### config.mk
export PLATFORM = sky130hd
export DESIGN_NAME = periodic_timer_table
export DESIGN_NICKNAME = d
export VERILOG_FILES = /design/src/design/ptt_pkg.sv /design/src/design/periodic_timer_table.sv
export SDC_FILE = /design/constraint.sdc
export NUM_CORES = 2
export LEC_CHECK = 0
export BUFFER_PORTS_ARGS = -buffer_cell sky130_fd_sc_hd__buf_2
export CAP_MARGIN = 20
export CORE_UTILIZATION = 37
export CTS_BUF_LIST = sky130_fd_sc_hd__clkbuf_8
export DETAILED_ROUTE_END_ITERATION = 16
export SYNTH_ARGS = -nofsm -noshare
export SYNTH_HDL_FRONTEND = slang
export SYNTH_SLANG_ARGS = --single-unit
### constraint.sdc
create_clock -name clk -period 18.2 [get_ports clk]
set_clock_uncertainty 0.2 [all_clocks]
set_input_delay 3.64 -clock clk [delete_from_list [all_inputs] [get_ports clk]]
set_output_delay 3.64 -clock clk [all_outputs]
set_load 0.02 [all_outputs]
### src/design/ptt_pkg.sv
// shared types, codes and constants for the periodic timer table
package ptt_pkg;

  localparam int unsigned SLOT_COUNT_DEF = 32;
  localparam int unsigned MAX_FIRES      = 32;
  localparam int unsigned FIRE_CNT_W     = $clog2(MAX_FIRES + 1);

  localparam int unsigned PERIOD_W = 24;
  localparam int unsigned REM_W    = 26;
  localparam int unsigned STEP_W   = 16;
  localparam int unsigned LEVEL_W  = 16;
  localparam int unsigned SLOT_W   = 5;
  localparam int unsigned CFG_IDX_W  = 2;
  localparam int unsigned CFG_DATA_W = 24;
  localparam int unsigned IN_DATA_W  = 32;
  localparam int unsigned OUT_DATA_W = 8;

  localparam logic [PERIOD_W-1:0] MIN_PERIOD_RST = PERIOD_W'(100);
  localparam logic [STEP_W-1:0]   TICK_STEP_RST  = STEP_W'(50);
  localparam logic [LEVEL_W-1:0]  FIRE_LEVEL_RST = LEVEL_W'(20);

  localparam logic signed [REM_W-1:0] REM_MIN = {1'b1, {(REM_W-1){1'b0}}};

  typedef enum logic [1:0] {
    OP_REQUEST = 2'd0,
    OP_TICK    = 2'd1,
    OP_VERDICT = 2'd2,
    OP_NONE    = 2'd3
  } op_t;

  typedef enum logic [CFG_IDX_W-1:0] {
    CFG_MIN_PERIOD = 2'd0,
    CFG_TICK_STEP  = 2'd1,
    CFG_FIRE_LEVEL = 2'd2
  } cfg_idx_t;

  typedef enum logic {
    KIND_REPLY = 1'b0,
    KIND_FIRE  = 1'b1
  } kind_t;

  typedef struct packed {
    logic signed [REM_W-1:0] remaining;
    logic [PERIOD_W-1:0]     period;
  } slot_entry_t;

  typedef struct packed {
    kind_t             kind;
    logic              granted;
    logic [SLOT_W-1:0] slot;
    logic              last;
  } result_t;

endpackage

### src/design/periodic_timer_table.sv
// periodic timer table: slot allocation, tick walk over a slot memory, fire reporting
//
//  channel  | signals                          | content
//  ---------+----------------------------------+---------------------------------------
//  in_      | tvalid tready tdata tuser        | op in tuser; period, slot, keep in tdata
//  out_     | tvalid tready tdata tuser tlast  | kind in tuser; grant, slot in tdata
//  cfg_     | we index wdata                   | min_period, tick_step, fire_level
//
// a verdict takes effect when accepted; a request's reply passes the holding register, then the output register.
// a tick walks the slot memory one slot per cycle unless the output channel stalls a fire
// result, then passes a flush state that marks the last held fire result with tlast.
// the walk is paced by the single read/write port pair of the slot memory.
// reset is synchronous; the slot memory needs no clearing since unused slots are ignored.
// one result is held back during a tick so the last fire can carry tlast.
module periodic_timer_table #(
  parameter int unsigned SLOT_COUNT = ptt_pkg::SLOT_COUNT_DEF
) (
  input  logic                             clk,
  input  logic                             rst_n,
  input  logic                             in_tvalid,
  output logic                             in_tready,
  // period_ms [23:0], target_slot [28:24], keep_running [29], zero [31:30]
  input  logic [ptt_pkg::IN_DATA_W-1:0]    in_tdata,
  // op [1:0]
  input  logic [1:0]                       in_tuser,
  output logic                             out_tvalid,
  input  logic                             out_tready,
  // granted [0], slot_number [5:1], zero [7:6]
  output logic [ptt_pkg::OUT_DATA_W-1:0]   out_tdata,
  // reply_kind [0]
  output logic                             out_tuser,
  output logic                             out_tlast,
  input  logic                             cfg_we,
  input  logic [ptt_pkg::CFG_IDX_W-1:0]    cfg_index,
  input  logic [ptt_pkg::CFG_DATA_W-1:0]   cfg_wdata
);
  import ptt_pkg::*;

  localparam int unsigned IDX_W = (SLOT_COUNT > 1) ? $clog2(SLOT_COUNT) : 1;
  localparam int unsigned CNT_W = IDX_W + 1;

  typedef enum logic [2:0] {
    ST_IDLE  = 3'b001,
    ST_WALK  = 3'b010,
    ST_FLUSH = 3'b100
  } state_t;

  state_t                  state_r, state_nxt;
  logic [PERIOD_W-1:0]     min_period_r;
  logic [STEP_W-1:0]       tick_step_r;
  logic [LEVEL_W-1:0]      fire_level_r;
  logic [SLOT_COUNT-1:0]   used_r, used_nxt;

  slot_entry_t             slot_mem [SLOT_COUNT];
  slot_entry_t             mem_q_r;
  logic                    mem_we;
  logic [IDX_W-1:0]        mem_waddr;
  slot_entry_t             mem_wdata;
  logic [IDX_W-1:0]        rd_addr;

  logic [CNT_W-1:0]        walk_idx_r, walk_idx_nxt;
  logic                    calc_valid_r, calc_valid_nxt;
  logic [IDX_W-1:0]        calc_idx_r, calc_idx_nxt;
  logic [FIRE_CNT_W-1:0]   fire_cnt_r, fire_cnt_nxt;

  logic                    pend_valid_r, pend_valid_nxt;
  logic                    pend_ready_r, pend_ready_nxt;
  result_t                 pend_r, pend_nxt;
  logic                    out_valid_r, out_valid_nxt;
  result_t                 out_r, out_nxt;

  logic                    in_acc;
  op_t                     in_op;
  logic [PERIOD_W-1:0]     in_period;
  logic [SLOT_W-1:0]       in_target;
  logic                    in_keep;
  logic                    out_free;
  logic                    out_load;
  logic                    free_found;
  logic [IDX_W-1:0]        free_idx;
  logic                    grant;

  logic signed [REM_W:0]   r_sub;
  logic signed [REM_W-1:0] r_sat;
  logic signed [REM_W-1:0] r_new;
  logic                    calc_used;
  logic                    hit;
  logic                    report;
  logic                    stall;

  assign in_op     = op_t'(in_tuser);
  assign in_period = in_tdata[PERIOD_W-1:0];
  assign in_target = in_tdata[PERIOD_W +: SLOT_W];
  assign in_keep   = in_tdata[PERIOD_W + SLOT_W];
  assign in_tready = (state_r == ST_IDLE) && !pend_valid_r;
  assign in_acc    = in_tvalid && in_tready;

  assign out_tvalid = out_valid_r;
  assign out_tdata  = {{(OUT_DATA_W - SLOT_W - 1){1'b0}}, out_r.slot, out_r.granted};
  assign out_tuser  = out_r.kind;
  assign out_tlast  = out_r.last;
  assign out_free   = !out_valid_r || out_tready;

  // lowest free slot
  always_comb begin
    free_found = 1'b0;
    free_idx   = '0;
    for (int i = SLOT_COUNT - 1; i >= 0; i--) begin
      if (!used_r[i]) begin
        free_found = 1'b1;
        free_idx   = IDX_W'(i);
      end
    end
  end

  assign grant = (in_period >= min_period_r) && free_found;

  // tick arithmetic on the slot read back from memory
  assign calc_used = used_r[calc_idx_r];
  assign r_sub = {mem_q_r.remaining[REM_W-1], mem_q_r.remaining}
               - $signed({{(REM_W + 1 - STEP_W){1'b0}}, tick_step_r});
  assign r_sat = (r_sub[REM_W] && !r_sub[REM_W-1]) ? REM_MIN : r_sub[REM_W-1:0];
  assign r_new = r_sat + $signed({{(REM_W - PERIOD_W){1'b0}}, mem_q_r.period});
  assign hit    = calc_valid_r && calc_used
               && (r_sat <= $signed({{(REM_W - LEVEL_W){1'b0}}, fire_level_r}));
  assign report = hit && (fire_cnt_r < FIRE_CNT_W'(MAX_FIRES));
  assign stall  = report && pend_valid_r && !out_free;

  always_comb begin
    state_nxt      = state_r;
    used_nxt       = used_r;
    walk_idx_nxt   = walk_idx_r;
    calc_valid_nxt = calc_valid_r;
    calc_idx_nxt   = calc_idx_r;
    fire_cnt_nxt   = fire_cnt_r;
    mem_we         = 1'b0;
    mem_waddr      = calc_idx_r;
    mem_wdata      = mem_q_r;
    rd_addr        = calc_idx_r;

    out_load = pend_valid_r && out_free
            && (pend_ready_r || ((state_r == ST_WALK) && report && !stall));

    out_valid_nxt = out_valid_r;
    out_nxt       = out_r;
    if (out_load) begin
      out_valid_nxt = 1'b1;
      out_nxt       = pend_r;
    end else if (out_tready) begin
      out_valid_nxt = 1'b0;
    end

    pend_valid_nxt = out_load ? 1'b0 : pend_valid_r;
    pend_ready_nxt = pend_ready_r;
    pend_nxt       = pend_r;

    unique case (state_r)
      ST_IDLE: begin
        rd_addr = '0;
        if (in_acc) begin
          case (in_op)
            OP_REQUEST: begin
              if (grant) begin
                used_nxt[free_idx] = 1'b1;
                mem_we     = 1'b1;
                mem_waddr  = free_idx;
                mem_wdata.remaining = $signed({{(REM_W - PERIOD_W){1'b0}}, in_period});
                mem_wdata.period    = in_period;
              end
              pend_valid_nxt = 1'b1;
              pend_ready_nxt = 1'b1;
              pend_nxt.kind    = KIND_REPLY;
              pend_nxt.granted = grant;
              pend_nxt.slot    = grant ? SLOT_W'(free_idx) : '0;
              pend_nxt.last    = 1'b0;
            end
            OP_TICK: begin
              calc_valid_nxt = 1'b1;
              calc_idx_nxt   = '0;
              walk_idx_nxt   = CNT_W'(1);
              fire_cnt_nxt   = '0;
              state_nxt      = ST_WALK;
            end
            OP_VERDICT: begin
              if (!in_keep) begin
                for (int i = 0; i < SLOT_COUNT; i++) begin
                  if (int'(in_target) == i) used_nxt[i] = 1'b0;
                end
              end
            end
            default: ;
          endcase
        end
      end
      ST_WALK: begin
        if (!stall) begin
          if (calc_valid_r && calc_used) begin
            mem_we    = 1'b1;
            mem_waddr = calc_idx_r;
            mem_wdata.remaining = hit ? r_new : r_sat;
            mem_wdata.period    = mem_q_r.period;
          end
          if (report) begin
            pend_valid_nxt   = 1'b1;
            pend_ready_nxt   = 1'b0;
            pend_nxt.kind    = KIND_FIRE;
            pend_nxt.granted = 1'b0;
            pend_nxt.slot    = SLOT_W'(calc_idx_r);
            pend_nxt.last    = 1'b0;
            fire_cnt_nxt     = fire_cnt_r + FIRE_CNT_W'(1);
          end
          if (walk_idx_r < CNT_W'(SLOT_COUNT)) begin
            rd_addr        = walk_idx_r[IDX_W-1:0];
            calc_idx_nxt   = walk_idx_r[IDX_W-1:0];
            calc_valid_nxt = 1'b1;
            walk_idx_nxt   = walk_idx_r + CNT_W'(1);
          end else begin
            calc_valid_nxt = 1'b0;
            state_nxt      = ST_FLUSH;
          end
        end
      end
      ST_FLUSH: begin
        if (pend_valid_r) begin
          pend_ready_nxt = 1'b1;
          pend_nxt.last  = 1'b1;
        end
        state_nxt = ST_IDLE;
      end
      default: state_nxt = ST_IDLE;
    endcase
  end

  // slot memory, one write and one registered read per cycle
  always_ff @(posedge clk) begin
    if (mem_we) begin
      slot_mem[mem_waddr] <= mem_wdata;
    end
    mem_q_r <= slot_mem[rd_addr];
  end

  always_ff @(posedge clk) begin
    if (!rst_n) begin
      min_period_r <= MIN_PERIOD_RST;
      tick_step_r  <= TICK_STEP_RST;
      fire_level_r <= FIRE_LEVEL_RST;
    end else if (cfg_we) begin
      unique case (cfg_index)
        CFG_MIN_PERIOD: min_period_r <= cfg_wdata[PERIOD_W-1:0];
        CFG_TICK_STEP:  tick_step_r  <= cfg_wdata[STEP_W-1:0];
        CFG_FIRE_LEVEL: fire_level_r <= cfg_wdata[LEVEL_W-1:0];
        default: ;
      endcase
    end
  end

  always_ff @(posedge clk) begin
    if (!rst_n) begin
      state_r      <= ST_IDLE;
      used_r       <= '0;
      calc_valid_r <= 1'b0;
      pend_valid_r <= 1'b0;
      pend_ready_r <= 1'b0;
      out_valid_r  <= 1'b0;
      walk_idx_r   <= '0;
      fire_cnt_r   <= '0;
    end else begin
      state_r      <= state_nxt;
      used_r       <= used_nxt;
      calc_valid_r <= calc_valid_nxt;
      pend_valid_r <= pend_valid_nxt;
      pend_ready_r <= pend_ready_nxt;
      out_valid_r  <= out_valid_nxt;
      walk_idx_r   <= walk_idx_nxt;
      fire_cnt_r   <= fire_cnt_nxt;
    end
  end

  always_ff @(posedge clk) begin
    calc_idx_r <= calc_idx_nxt;
    pend_r     <= pend_nxt;
    out_r      <= out_nxt;
  end

endmodule

==> run_results.csv <==
group,metric,value,unit
sta,fin_crit_sh,56.4,%
logic_synthesis,synth_top_area_share,66.1,%
die,die_area,201000,sq um
final_layout,layout-drive-gt1-share,12.0,%
logic_synthesis,synth_edf_count,1621,
sta,slew_headroom,6.64,%
logic_synthesis,ys_types,104,
worst_setup_path,slowest_delay,820,ps
power_and_ir_drop,leakagePower,0.0308,uW
logic_synthesis,syn_area,73600,sq um
sta,finalSetupTns,0,ps
die,die_width,448,um
final_layout,final_nets,5684,
worst_setup_path,start_kind,"register",
status,status,"completed",
logic_synthesis,postSynthAreaPerCell,13.8,sq um
logic_synthesis,synth_area_leaders,"edfxtp_1, mux2i_1, nand2_1",
run,drv_cap,0,
logic_synthesis,synth_ff_type,"edfxtp_1",
logic_synthesis,yosysSeqAreaShare,70.4,%
detailed_routing,drc,0,
logic_synthesis,synth_warnings,0,
cts,cts-resized-gates,0,
power_and_ir_drop,clock_power_share,35.4,%
worst_setup_path,cp_top_family,"buffers and inverters",
detailed_routing,wl_per_cell,26.1,um
placed_design,gp_congestion,0.930,
cts,post_cts_buffers,0,
placed_design,portBuffers,72,
sta,period_minus_slack,10270,ps
cts,cts_tree,"done",
final_layout,utilization,42.0,%
cts,h-tree-depth,5,
worst_setup_path,critPathBufInv,6,
power_and_ir_drop,vdd_ir_drop_max,86.4,uV
worst_setup_path,required,18820,ps
cts,insertion_delay,1040,ps
logic_synthesis,yosys-top-cells-count,"edfxtp_1, nand2_1, mux2i_1",
sta,tightestPinTransition,1400,ps
cts,cts_hold_buf,0,
power_and_ir_drop,seq_power_share,50.2,%
global_routing,grt_pass1_wl,314000,um
power_and_ir_drop,p_switching,2600,uW
detailed_routing,firstDrtPassIters,8,
sta,rsz0062_at_grt,"no",
global_routing,track_usage,21.5,%
die,pin_count,77,
global_routing,grt_max_degree,155,
global_routing,antenna_found_initial,10,
detailed_routing,drtIter0Drc,5121,
cts,cts_buffers,312,
die,coreArea,197000,sq um
detailed_routing,finalWirelength,219000,um
worst_hold_path,hp-class,"reg -> reg",
sta,setup_violations,0,
power_and_ir_drop,intPower,7010,uW
worst_setup_path,reg2reg_slack,7930,ps
detailed_routing,vias,47133,
placed_design,place_ws,7700,ps
worst_setup_path,path_max_fanout,126,
power_and_ir_drop,p_comb_share,14.4,%
cts,cts_buffer_depth,4,
logic_synthesis,synth-seq-cells,1778,
die,start_util,37.3,%
worst_setup_path,critPathSlowestCell,"buf_4",
logic_synthesis,async_flop_share,0,%
die,rows,163,
detailed_routing,viasPerCell,5.61,
power_and_ir_drop,switching_share,27.1,%
sta,fmax,97.4,MHz
global_routing,overflow,0,
sta,layout_setup_ws,7930,ps
global_routing,grt_pass1_vias,45380,
logic_synthesis,synth_most_common_cell,"edfxtp_1",
cts,root_buffer,"clkbuf_8",
cts,clk_pin_slew,60,ps
detailed_routing,ant_nets,0,
worst_setup_path,crit_top_cell,"buf_4",
placed_design,hpwlAfterDp,119000,um
die,die_h,448,um
logic_synthesis,netlist_instances,5327,
final_layout,syn_to_final_growth,12.8,%
sta,hold_viol,0,
sta,maxSlewViolCount,0,
worst_setup_path,timing_worst_setup_path_type,"reg -> reg",
power_and_ir_drop,power.density,116,nW/um^2
worst_setup_path,crit_path_end_kind,"register",
logic_synthesis,yosysTopAreaCell,"edfxtp_1",
cts,clock-sinks,1778,
worst_setup_path,arrival,10900,ps
flip-flops by register name, indices dropped and copies added (netlist names):
register	cells
calc_idx_r	5
calc_valid_r	1
fire_cnt_r	6
fire_level_r	16
mem_q_r	50
min_period_r	24
out_tdata	6
out_tlast	1
out_tuser	1
out_tvalid	1
pend_r	8
pend_ready_r	1
pend_valid_r	1
slot_mem	1600
state_r	3
tick_step_r	16
used_r	32
walk_idx_r	6
routing by layer:
| layer | track usage (%) | routed length (um) | part of all wire, % | vias to the layer above |
|---|---|---|---|---|
| met2 | 34.3 | 102000 | 47 | 2183 |
| met3 | 4.20 | 18600 | 8.5 | 468 |
| met1 | 28.8 | 89700 | 41 | 23815 |
| li1 | - | - | - | 20665 |
| met4 | 8.94 | 8480 | 3.9 | 2 |
| met5 | 0 | 11 | 0.0050 | - |
stage by stage:
step | cell area [sq um] | total power [uW] | instances | hold slack (ps)
after CTS | 82700 | 9640 | 8387 | 219
after global placement | 77100 | 6220 | 7850 | 204
final | 83000 | 9620 | 8404 | 214
after floorplan | 73600 | 5810 | 5328 | 200
after global routing | 83000 | 9990 | 8403 | 224
after detailed placement | 77100 | 6260 | 7850 | 206
layout by cell type (no fill, tap or decap), types with 25 or more instances in the layout:
cell	synthesis	routed
clkinv_1	0	39
nand2_1	1068	1067
ha_1	82	82
nor3_1	27	25
nand3_1	338	337
nor2_1	151	118
buf_2	109	72
dfxtp_1	157	157
inv_1	83	204
mux2i_1	522	522
o22ai_1	51	51
a32oi_1	201	201
xnor2_1	25	25
a311oi_1	52	52
clkinv_2	0	25
o211ai_1	30	30
a21oi_1	123	119
nand4_1	67	67
buf_4	23	103
clkbuf_8	1	336
a31oi_1	36	35
o21ai_0	98	91
a21o_1	27	26
nor2_4	1	33
edfxtp_1	1621	1621
cell families (layout without fill, tap and decap cells):
group | after synthesis | in the layout | share of synthesized area (%)
flops | 1778 | 1778 | 70.4
compound gates | 718 | 718 | 7.10
simple gates | 1784 | 1784 | 10.6
other cells | 1 | 8 | 0.00510
buf+inv | 386 | 816 | 2.47
fa+ha+maj | 84 | 84 | 1.45
mux | 534 | 534 | 7.44
xor+xnor | 42 | 42 | 0.500
layout make-up:
cell class                 count  area (sq um)
clock inverter               201          1050
antenna                        6          15.0
clock buffer                 336          4620
fill                       18011        114000
inverter                      86           323
tap                         2640          3300
multi-input combinational   3164         20400
timing repair buffer         193          1500
sequential                  1778         51800
worst register-to-register path: cells and delay by family, from the launching register on:
kind            cells  cell delay (ps)
compound gates     11             2770
fa+ha+maj           2              720
buf+inv             6             3200
flops               1              330
mux                 2              450
simple gates        8             2430
power groups by stage:
stage	registers [uW]	logic [uW]	clock network (uW)
final	4830	1390	3410
after detailed placement	4910	1350	0
after global placement	4910	1310	0
after CTS	4830	1350	3460
after floorplan	4870	937	0
after global routing	4820	1510	3650
path summary, 6_finish.rpt:
kind	startpoint	to	depth (start not counted)
setup reg to reg	tick_step_r[2]	mem_q_r[3]	29
hold reg to reg	pend_r[0]	out_tlast	0
hold / removal	pend_r[0]	out_tlast	0
setup / recovery	tick_step_r[2]	mem_q_r[3]	29
Note: power is estimated with default switching activity, not from simulation.
